--- src/rtl/gem_pkg.sv ---
// Shared types and constants for the gamepad event to MIDI converter.
// Used by gamepad_event_to_midi and its checker; depends on nothing else.
package gem_pkg;

  typedef enum logic [1:0] {
    KIND_CC  = 2'd0,
    KIND_ON  = 2'd1,
    KIND_OFF = 2'd2
  } kind_t;

  typedef enum logic [1:0] {
    S_IDLE,
    S_EVAL,
    S_DIV,
    S_EMIT
  } state_t;

  typedef struct packed {
    kind_t      kind;
    logic [6:0] number;
    logic [6:0] data;
  } msg_t;

  localparam logic [2:0] REG_SPAN_LO   = 3'd0;
  localparam logic [2:0] REG_SPAN_HI   = 3'd1;
  localparam logic [2:0] REG_REST_POS  = 3'd2;
  localparam logic [2:0] REG_TRIG_FULL = 3'd3;
  localparam logic [2:0] REG_DEADZONE  = 3'd4;
  localparam logic [2:0] REG_CHAN      = 3'd5;
  localparam logic [2:0] REG_CC_BASE   = 3'd6;
  localparam logic [2:0] REG_NOTE_BASE = 3'd7;

  localparam logic [4:0] NUM_BUTTONS  = 5'd13;
  localparam logic [4:0] ID_DPAD_X    = 5'd13;
  localparam logic [4:0] ID_DPAD_Y    = 5'd14;
  localparam logic [4:0] ID_TRIG_L    = 5'd15;
  localparam logic [4:0] ID_TRIG_R    = 5'd16;
  localparam logic [4:0] ID_STICK_LX  = 5'd17;
  localparam logic [4:0] ID_STICK_RY  = 5'd20;

  localparam logic [6:0] VEL_ON       = 7'd127;
  localparam logic [6:0] VEL_OFF      = 7'd0;
  localparam logic [6:0] DATA_FULL    = 7'd127;
  localparam logic [6:0] DPAD_NOTE_OFS = 7'd14;
  localparam logic [6:0] STICK_CC_OFS = 7'd2;

  localparam logic signed [10:0] DPAD_NEG = -11'sd1;
  localparam logic signed [10:0] DPAD_POS = 11'sd1;

  localparam logic [2:0] DIV_LAST_STEP = 3'd7;

endpackage

--- src/rtl/gamepad_event_to_midi.sv ---
// Gamepad event to MIDI converter: decodes one controller event into up to two messages.
// Depends on gem_pkg; trigger and stick scaling share one restoring divider.
//
//   channel   direction  handshake          payload
//   input     in         in_valid/in_ready  control_id, event_value
//   output    out        out_valid/out_ready msg_kind, midi_chan, msg_number, msg_data,
//                                            last_of_run
//   config    in         cfg_we             cfg_index, cfg_data
//
// A word is accepted in one cycle and decoded in the next.
// Trigger words and stick words that need scaling then pass through the shared divider:
// one overflow compare, which ends it at once on overflow, then one quotient bit
// per cycle.
// Each result word is then held on the output until it is taken.
// The block takes no new word until all results are taken; reset is synchronous.
module gamepad_event_to_midi (
  input  logic               clk,
  input  logic               rst,
  input  logic               in_valid,
  output logic               in_ready,
  input  logic [4:0]         control_id,
  input  logic signed [10:0] event_value,
  output logic               out_valid,
  input  logic               out_ready,
  output logic [1:0]         msg_kind,
  output logic [3:0]         midi_chan,
  output logic [6:0]         msg_number,
  output logic [6:0]         msg_data,
  output logic               last_of_run,
  input  logic               cfg_we,
  input  logic [2:0]         cfg_index,
  input  logic [9:0]         cfg_data
);

  gem_pkg::state_t state, state_next;

  logic [9:0] span_lo, span_hi, rest_pos, trig_full, deadzone_width;
  logic [3:0] chan_sel;
  logic [6:0] cc_base, note_base;

  logic [12:0]        button_pressed;
  logic signed [10:0] stick_last [4];
  logic signed [10:0] dpad_last [2];

  logic [4:0]         ev_id;
  logic signed [10:0] ev_value;

  gem_pkg::msg_t msg0, msg1, cur_msg;
  logic          msg_two;
  logic          msg_idx;

  logic [17:0] rem;
  logic [16:0] dsh;
  logic [5:0]  quot;
  logic [2:0]  div_step;
  logic        div_slot;
  logic [18:0] div_diff;
  logic        div_ge;
  logic        div_done;

  logic               is_button, is_dpad, is_trig, is_stick;
  logic               dpad_a;
  logic [1:0]         stick_s;
  logic               pressed;
  logic signed [10:0] dpad_old;
  logic [6:0]         dpad_note;
  logic               dpad_has_off, dpad_has_on;
  gem_pkg::msg_t      dpad_off_msg, dpad_on_msg;
  logic signed [11:0] v12, c12, sdiff, sabs;
  logic signed [10:0] c11, filt;
  logic signed [11:0] f12;
  logic signed [10:0] den_neg, den_pos;
  logic [6:0]         stick_cc;

  gem_pkg::msg_t ev_msg0, ev_msg1;
  logic [1:0]    ev_count;
  logic          ev_div;
  logic          ev_slot;
  logic [11:0]   ev_num;
  logic [9:0]    ev_den;
  logic [18:0]   ev_prod;

  assign is_button = ev_id < gem_pkg::NUM_BUTTONS;
  assign is_dpad   = (ev_id == gem_pkg::ID_DPAD_X) || (ev_id == gem_pkg::ID_DPAD_Y);
  assign is_trig   = (ev_id == gem_pkg::ID_TRIG_L) || (ev_id == gem_pkg::ID_TRIG_R);
  assign is_stick  = (ev_id >= gem_pkg::ID_STICK_LX) && (ev_id <= gem_pkg::ID_STICK_RY);
  assign dpad_a    = (ev_id == gem_pkg::ID_DPAD_Y);
  assign stick_s   = 2'(ev_id - gem_pkg::ID_STICK_LX);
  assign pressed   = (ev_value != 11'sd0);

  assign dpad_old     = dpad_last[dpad_a];
  assign dpad_note    = 7'(note_base + gem_pkg::DPAD_NOTE_OFS + {5'd0, dpad_a, 1'b0});
  assign dpad_has_off = (dpad_old == gem_pkg::DPAD_NEG) || (dpad_old == gem_pkg::DPAD_POS);
  assign dpad_has_on  = (ev_value == gem_pkg::DPAD_NEG) || (ev_value == gem_pkg::DPAD_POS);

  always_comb begin
    dpad_off_msg.kind   = gem_pkg::KIND_OFF;
    dpad_off_msg.number = 7'(dpad_note + {6'd0, dpad_old == gem_pkg::DPAD_POS});
    dpad_off_msg.data   = gem_pkg::VEL_OFF;
    dpad_on_msg.kind    = gem_pkg::KIND_ON;
    dpad_on_msg.number  = 7'(dpad_note + {6'd0, ev_value == gem_pkg::DPAD_POS});
    dpad_on_msg.data    = gem_pkg::VEL_ON;
  end

  assign v12     = {ev_value[10], ev_value};
  assign c12     = {2'b00, rest_pos};
  assign c11     = {1'b0, rest_pos};
  assign sdiff   = v12 - c12;
  assign sabs    = sdiff[11] ? -sdiff : sdiff;
  assign filt    = (sabs <= $signed({2'b00, deadzone_width})) ? c11 : ev_value;
  assign f12     = {filt[10], filt};
  assign den_neg = c11 - $signed({1'b0, span_lo});
  assign den_pos = $signed({1'b0, span_hi}) - c11;
  assign stick_cc = 7'(cc_base + gem_pkg::STICK_CC_OFS + {4'd0, stick_s, 1'b0});

  always_comb begin
    ev_msg0  = '{gem_pkg::KIND_CC, 7'd0, 7'd0};
    ev_msg1  = '{gem_pkg::KIND_CC, 7'd0, 7'd0};
    ev_count = 2'd0;
    ev_div   = 1'b0;
    ev_slot  = 1'b0;
    ev_num   = 12'd0;
    ev_den   = 10'd0;
    if (is_button) begin
      if (pressed != button_pressed[ev_id[3:0]]) begin
        ev_count      = 2'd1;
        ev_msg0.kind  = pressed ? gem_pkg::KIND_ON : gem_pkg::KIND_OFF;
        ev_msg0.number = 7'(note_base + {2'd0, ev_id});
        ev_msg0.data  = pressed ? gem_pkg::VEL_ON : gem_pkg::VEL_OFF;
      end
    end else if (is_dpad) begin
      if (ev_value != dpad_old) begin
        ev_count = 2'({1'b0, dpad_has_off} + {1'b0, dpad_has_on});
        ev_msg0  = dpad_has_off ? dpad_off_msg : dpad_on_msg;
        ev_msg1  = dpad_on_msg;
      end
    end else if (is_trig) begin
      ev_count       = 2'd1;
      ev_msg0.number = 7'(cc_base + {6'd0, ev_id == gem_pkg::ID_TRIG_R});
      if (ev_value[10] || ev_value == 11'sd0) begin
        ev_msg0.data = 7'd0;
      end else if (trig_full == 10'd0) begin
        ev_msg0.data = gem_pkg::DATA_FULL;
      end else begin
        ev_div = 1'b1;
        ev_num = {2'b00, ev_value[9:0]};
        ev_den = trig_full;
      end
    end else if (is_stick) begin
      if (filt != stick_last[stick_s]) begin
        ev_count       = 2'd2;
        ev_msg0.number = stick_cc;
        ev_msg1.number = 7'(stick_cc + 7'd1);
        if (f12 < c12) begin
          ev_num = 12'(c12 - f12);
          ev_den = den_neg[9:0];
          if (den_neg[10] || den_neg == 11'sd0) begin
            ev_msg0.data = gem_pkg::DATA_FULL;
          end else begin
            ev_div = 1'b1;
          end
        end else if (f12 > c12) begin
          ev_num  = 12'(f12 - c12);
          ev_den  = den_pos[9:0];
          ev_slot = 1'b1;
          if (den_pos[10] || den_pos == 11'sd0) begin
            ev_msg1.data = gem_pkg::DATA_FULL;
          end else begin
            ev_div = 1'b1;
          end
        end
      end
    end
  end

  assign ev_prod = {ev_num, 7'd0} - {7'd0, ev_num};

  assign div_diff = {1'b0, rem} - {2'b00, dsh};
  assign div_ge   = !div_diff[18];
  assign div_done = ((div_step == 3'd0) && div_ge) || (div_step == gem_pkg::DIV_LAST_STEP);

  always_comb begin
    state_next = state;
    unique case (state)
      gem_pkg::S_IDLE: begin
        if (in_valid) state_next = gem_pkg::S_EVAL;
      end
      gem_pkg::S_EVAL: begin
        if (ev_div) state_next = gem_pkg::S_DIV;
        else if (ev_count != 2'd0) state_next = gem_pkg::S_EMIT;
        else state_next = gem_pkg::S_IDLE;
      end
      gem_pkg::S_DIV: begin
        if (div_done) state_next = gem_pkg::S_EMIT;
      end
      gem_pkg::S_EMIT: begin
        if (out_ready && (msg_idx || !msg_two)) state_next = gem_pkg::S_IDLE;
      end
      default: state_next = gem_pkg::S_IDLE;
    endcase
  end

  always_comb begin
    in_ready    = (state == gem_pkg::S_IDLE);
    out_valid   = (state == gem_pkg::S_EMIT);
    cur_msg     = msg_idx ? msg1 : msg0;
    msg_kind    = cur_msg.kind;
    midi_chan   = chan_sel;
    msg_number  = cur_msg.number;
    msg_data    = cur_msg.data;
    last_of_run = msg_idx || !msg_two;
  end

  always_ff @(posedge clk) begin
    if (rst) begin
      state <= gem_pkg::S_IDLE;
    end else begin
      state <= state_next;
    end
  end

  always_ff @(posedge clk) begin
    if (rst) begin
      span_lo        <= 10'd0;
      span_hi        <= 10'd255;
      rest_pos       <= 10'd127;
      trig_full      <= 10'd255;
      deadzone_width <= 10'd15;
      chan_sel       <= 4'd0;
      cc_base        <= 7'd20;
      note_base      <= 7'd36;
      button_pressed <= '0;
      stick_last     <= '{default: 11'sd0};
      dpad_last      <= '{default: 11'sd0};
      msg_idx        <= 1'b0;
      div_step       <= 3'd0;
    end else begin
      if (cfg_we) begin
        unique case (cfg_index)
          gem_pkg::REG_SPAN_LO:   span_lo        <= cfg_data;
          gem_pkg::REG_SPAN_HI:   span_hi        <= cfg_data;
          gem_pkg::REG_REST_POS:  rest_pos       <= cfg_data;
          gem_pkg::REG_TRIG_FULL: trig_full      <= cfg_data;
          gem_pkg::REG_DEADZONE:  deadzone_width <= cfg_data;
          gem_pkg::REG_CHAN:      chan_sel       <= cfg_data[3:0];
          gem_pkg::REG_CC_BASE:   cc_base        <= cfg_data[6:0];
          gem_pkg::REG_NOTE_BASE: note_base      <= cfg_data[6:0];
          default: ;
        endcase
      end
      case (state)
        gem_pkg::S_EVAL: begin
          msg_idx  <= 1'b0;
          div_step <= 3'd0;
          if (is_button) begin
            button_pressed[ev_id[3:0]] <= pressed;
          end else if (is_dpad) begin
            dpad_last[dpad_a] <= ev_value;
          end else if (is_stick) begin
            stick_last[stick_s] <= filt;
          end
        end
        gem_pkg::S_DIV: begin
          div_step <= 3'(div_step + 3'd1);
        end
        gem_pkg::S_EMIT: begin
          if (out_ready) msg_idx <= 1'b1;
        end
        default: ;
      endcase
    end
  end

  always_ff @(posedge clk) begin
    case (state)
      gem_pkg::S_IDLE: begin
        ev_id    <= control_id;
        ev_value <= event_value;
      end
      gem_pkg::S_EVAL: begin
        msg0     <= ev_msg0;
        msg1     <= ev_msg1;
        msg_two  <= (ev_count == 2'd2);
        rem      <= ev_prod[17:0];
        dsh      <= {ev_den, 7'd0};
        quot     <= 6'd0;
        div_slot <= ev_slot;
      end
      gem_pkg::S_DIV: begin
        dsh <= {1'b0, dsh[16:1]};
        if (div_step == 3'd0) begin
          if (div_ge) begin
            if (div_slot) msg1.data <= gem_pkg::DATA_FULL;
            else msg0.data <= gem_pkg::DATA_FULL;
          end
        end else begin
          if (div_ge) rem <= div_diff[17:0];
          quot <= {quot[4:0], div_ge};
          if (div_step == gem_pkg::DIV_LAST_STEP) begin
            if (div_slot) msg1.data <= {quot, div_ge};
            else msg0.data <= {quot, div_ge};
          end
        end
      end
      default: ;
    endcase
  end

endmodule

--- config.mk ---
export PLATFORM = sky130hd
export DESIGN_NAME = gamepad_event_to_midi
export DESIGN_NICKNAME = d
export VERILOG_FILES = /design/src/rtl/gem_pkg.sv /design/src/rtl/gamepad_event_to_midi.sv
export SDC_FILE = /design/constraint.sdc
export NUM_CORES = 1
export LEC_CHECK = 0
export BUFFER_PORTS_ARGS = -buffer_cell sky130_fd_sc_hd__buf_4
export CORE_ASPECT_RATIO = 0.6
export CORE_MARGIN = 3
export CORE_UTILIZATION = 50
export DETAILED_ROUTE_END_ITERATION = 8
export PLACE_DENSITY = 0.66
export SLEW_MARGIN = 10
export SYNTH_ARGS = -nofsm -noshare
export SYNTH_HDL_FRONTEND = slang
export SYNTH_SLANG_ARGS = --single-unit
--- constraint.sdc ---
create_clock -name clk -period 19 [get_ports clk]
set_input_delay 0.95 -clock clk [delete_from_list [all_inputs] [get_ports clk]]
set_output_delay 0.95 -clock clk [all_outputs]
set_load 0.05 [all_outputs]
==> results.md <==
* CP Capture Type: register
* Fin. max-slew vios at 0
* Tot Pwr at 2.16 mW
* Combinational Power Share at 0.470
* Root Buffer: clkbuf_16
* Crit Path Class: reg -> reg
* Register area share after synthesis at 0.352
* Final hold violation count at 0
* Initial DRC Count at roughly 1700
* Antenna violation net count after detailed routing at 0
* Die area at between 0.03 and 0.04 mm2
* Leak Pwr at 7.17 nW
* Syn_nets at between 2000 and 2500
* Layout Nets at between 2000 and 2500
* WHS Endpoint: span_lo[8]
* H-tree depth at 1
* Per-cell routed wire length at around 22 um
* CTS tree: built
* Mean Syn Cell Area at between 8 and 9 um2
* Hold buffers post-CTS at 0
* Total wire length at between 50 and 60 mm
* Final setup viols at 0
* Commonest register cell after synthesis: dfxtp_1
* Syn Inst Count at ~1900
* Asr flop ratio synth at 0
* Clk_skew at ~23 ps
* Critical path's top delay family: compound AO/OA/AOI/OAI gates
* Clock sink count at 243
* Crit path required time at around 19000 ps
* FF-to-FF path depth at 38
* Vias in the first global route at 13300
* Io pins at between 50 and 60
* Worst-Margin Slew at 1260 ps
* Synth Register Bits at 243
* Ys Warns at 0
* Crit path largest cell delay at roughly 750 ps
* I/O Buffers at 56
* Hold Path Depth at 2
* Worst-path fanout max at 37
* Tot GR Track Use at 0.292
* Syn-to-layout area delta at 9.55%
* Crit path DAT at approximately 11000 ps
* CP most frequent cell: ha_1
* Period minus WS final at approximately 11000 ps
* DRT Pass-1 Iters at 6
* Fin Setup TNS at 0 ps
* Clock power frac at 0.228
* Die span in x at ~240 um
* Gpl congestion at a little over 1
* Initial antenna violation count at 0
* Diodes inserted at 0
* Chip height at 146 um
* Core box area at 0.0317 mm2
* Cells after DPL at between 2000 and 2500
* Clock transition at path regs at around 70 ps
* Largest net degree at the start of global routing at 79
* Max-cap violations at 0
* Distinct cells, synth at between 80 and 90
* RSZ-0062 raised after global routing: no
* Fmax at a little over 90 MHz
* Worst reg2reg setup slack at 7950 ps
* Hold Crit Start: span_lo[8]
* Slowest cell on crit path: a21oi_4
* Core Rows at 50
* Vias per cell at roughly 6
* P_int at between 1 and 1.5 mW
* Status: complete, no violations
* Cell Area, Synth at 0.0164 mm2
* Util after Layout at 0.566
* Clk buf depth at 3
* Min-delay worst type: reg -> reg
* Starting density of the core at 0.517
* Post-detail-place hpwl at approximately 40 mm
* First-pass GRT wire length at approximately 79 mm
* Worst-Skew Late Latency at around 560 ps
* Rel. slew slack at 0.153
* DRC at 0
* Share of cells above drive strength 1 at 0.0964
* Via count at around 14000
* # resized after CTS at 0
* Sw Share at 0.418
* Number of synthesized flops with an enable pin at 90
* Buf/Inv on CP at 2
* Sequential power share at 0.301
* Worst VDD drop at 0.0782 mV
* Global route overflow at 0
* Final instance area at around 0.018 mm2
* Fin crit share at 0.582
* Power Density at ~120 mW/mm2
* Reg2reg start: ev_value[0]
* CTS buffer count at 25
* Placed Area at 0.0171 mm2
* RR Endpoint: rem[15]
* Buffers inserted by post-CTS timing repair at 0
* Psw at roughly 0.9 mW
* Post-route insts no fill at 2335
* CP Launch Type: register
[cell usage after synthesis, types with 7 or more instances]
library cell,count,area [um2]
mux4_2,14,315
or2_2,12,75.1
and2_1,14,87.6
buf_1,7,26.3
o21a_1,16,120
a21oi_1,110,551
xor2_1,31,272
dfxtp_1,153,3060
or3_1,8,50.1
nand2b_1,19,119
ha_1,118,1480
a211oi_1,67,503
nand4_1,17,106
o211ai_1,13,97.6
nor3b_1,7,52.6
edfxtp_1,90,2700
fa_1,9,180
a21boi_0,12,90.1
nor3_1,31,155
mux2i_1,55,551
a211o_1,23,201
clkbuf_1,77,289
o22ai_1,21,131
nand2_1,216,811
o21ai_0,70,350
xnor2_1,66,578
inv_1,140,526
nor2b_1,19,119
nor4_1,15,93.8
nor2_1,196,736
mux2_2,19,214
a31oi_1,9,56.3
and3_1,13,81.3
a21o_1,28,210
nand3b_1,22,165
nand3_1,36,180
a22oi_1,14,105
[registers in the layout, indices dropped and copies added (netlist names), 3 cells and up, named ones only]
register	flops
stick_last	44
dpad_last	22
rem	18
dsh	17
msg0	16
msg1	15
button_pressed	13
ev_value	11
deadzone_width	10
rest_pos	10
span_hi	10
span_lo	10
trig_full	10
cc_base	7
note_base	7
quot	6
ev_id	5
midi_chan	4
div_step	3
[layer usage]
layer	track usage	wire length, um	up-vias
met5	0	0	-
met4	0.0522	916	0
met3	0.103	6320	55
met2	0.386	19400	597
met1	0.454	25000	6868
li1	-	-	6789
[logic make-up (layout without fill, tap and decap cells)]
| logic type | Yosys count | count (layout) | synth area share |
|---|---|---|---|
| compound gates | 461 | 461 | 0.194 |
| buf+inv | 230 | 263 | 0.0534 |
| mux | 88 | 88 | 0.0659 |
| flops | 243 | 243 | 0.352 |
| simple gates | 640 | 640 | 0.181 |
| fa+ha+maj | 127 | 127 | 0.101 |
| xor+xnor | 97 | 97 | 0.0519 |
[cell usage in the layout, fill, tap and decap left out, types with 14 or more instances in the layout]
cell type / instances
nor4_1: 15
a21oi_1: 110
nand4_1: 17
nand3_1: 36
mux2i_1: 55
clkbuf_16: 26
o21ai_0: 70
edfxtp_1: 90
inv_1: 141
nor3_1: 30
nand2b_1: 19
mux4_2: 14
a22oi_1: 14
nor2_1: 195
and2_1: 14
xnor2_1: 66
mux2_2: 19
a21o_1: 28
dfxtp_1: 153
xor2_1: 31
o21a_1: 16
buf_4: 77
a211oi_1: 66
nand2_1: 216
nand3b_1: 22
a211o_1: 23
o22ai_1: 21
ha_1: 118
nor2b_1: 19
[power groups by stage]
stage          Combinational, mW  Clock (mW)  Sequential [mW]
2_1_floorplan              0.738           0            0.638
3_3_place_gp               0.984           0            0.657
3_5_place_dp               0.983           0            0.659
4_1_cts                    0.990       0.499            0.648
5_1_grt                     1.11       0.519            0.654
6_report                    1.01       0.492            0.650
[stage by stage]
stage	setup WS [ps]	hold WS [ps]
after floorplan	9460	436
after global placement	8530	443
after detailed placement	8260	452
after CTS	8220	462
after global routing	7240	482
final	7950	462
[worst max path at each step]
stage	start	depth (start not counted)	slack [ps]	end
2_1_floorplan	ev_value[0]	42	9460	rem[17]
3_3_place_gp	ev_value[0]	38	8530	rem[15]
3_5_place_dp	ev_value[0]	38	8260	rem[17]
4_1_cts	ev_value[0]	38	8220	rem[15]
5_1_grt	ev_value[0]	38	7240	rem[13]
6_report	ev_value[0]	38	7950	rem[15]
[cell type report]
cell class,count,area (um2)
Timing Repair Buffer,77,578
Clock inverter,13,106
Inverter,141,529
Clock buffer,32,693
Tap cell,416,520
Fill cell,2910,13800
Sequential cell,243,5770
Multi-Input combinational cell,1413,9760
[worst min-delay path, stage by stage (launching register included)]
cell and delay [ps]:
dfxtp_1 310, nand2_1 50, a21oi_1 50
Power figures use the tool's default switching activity.
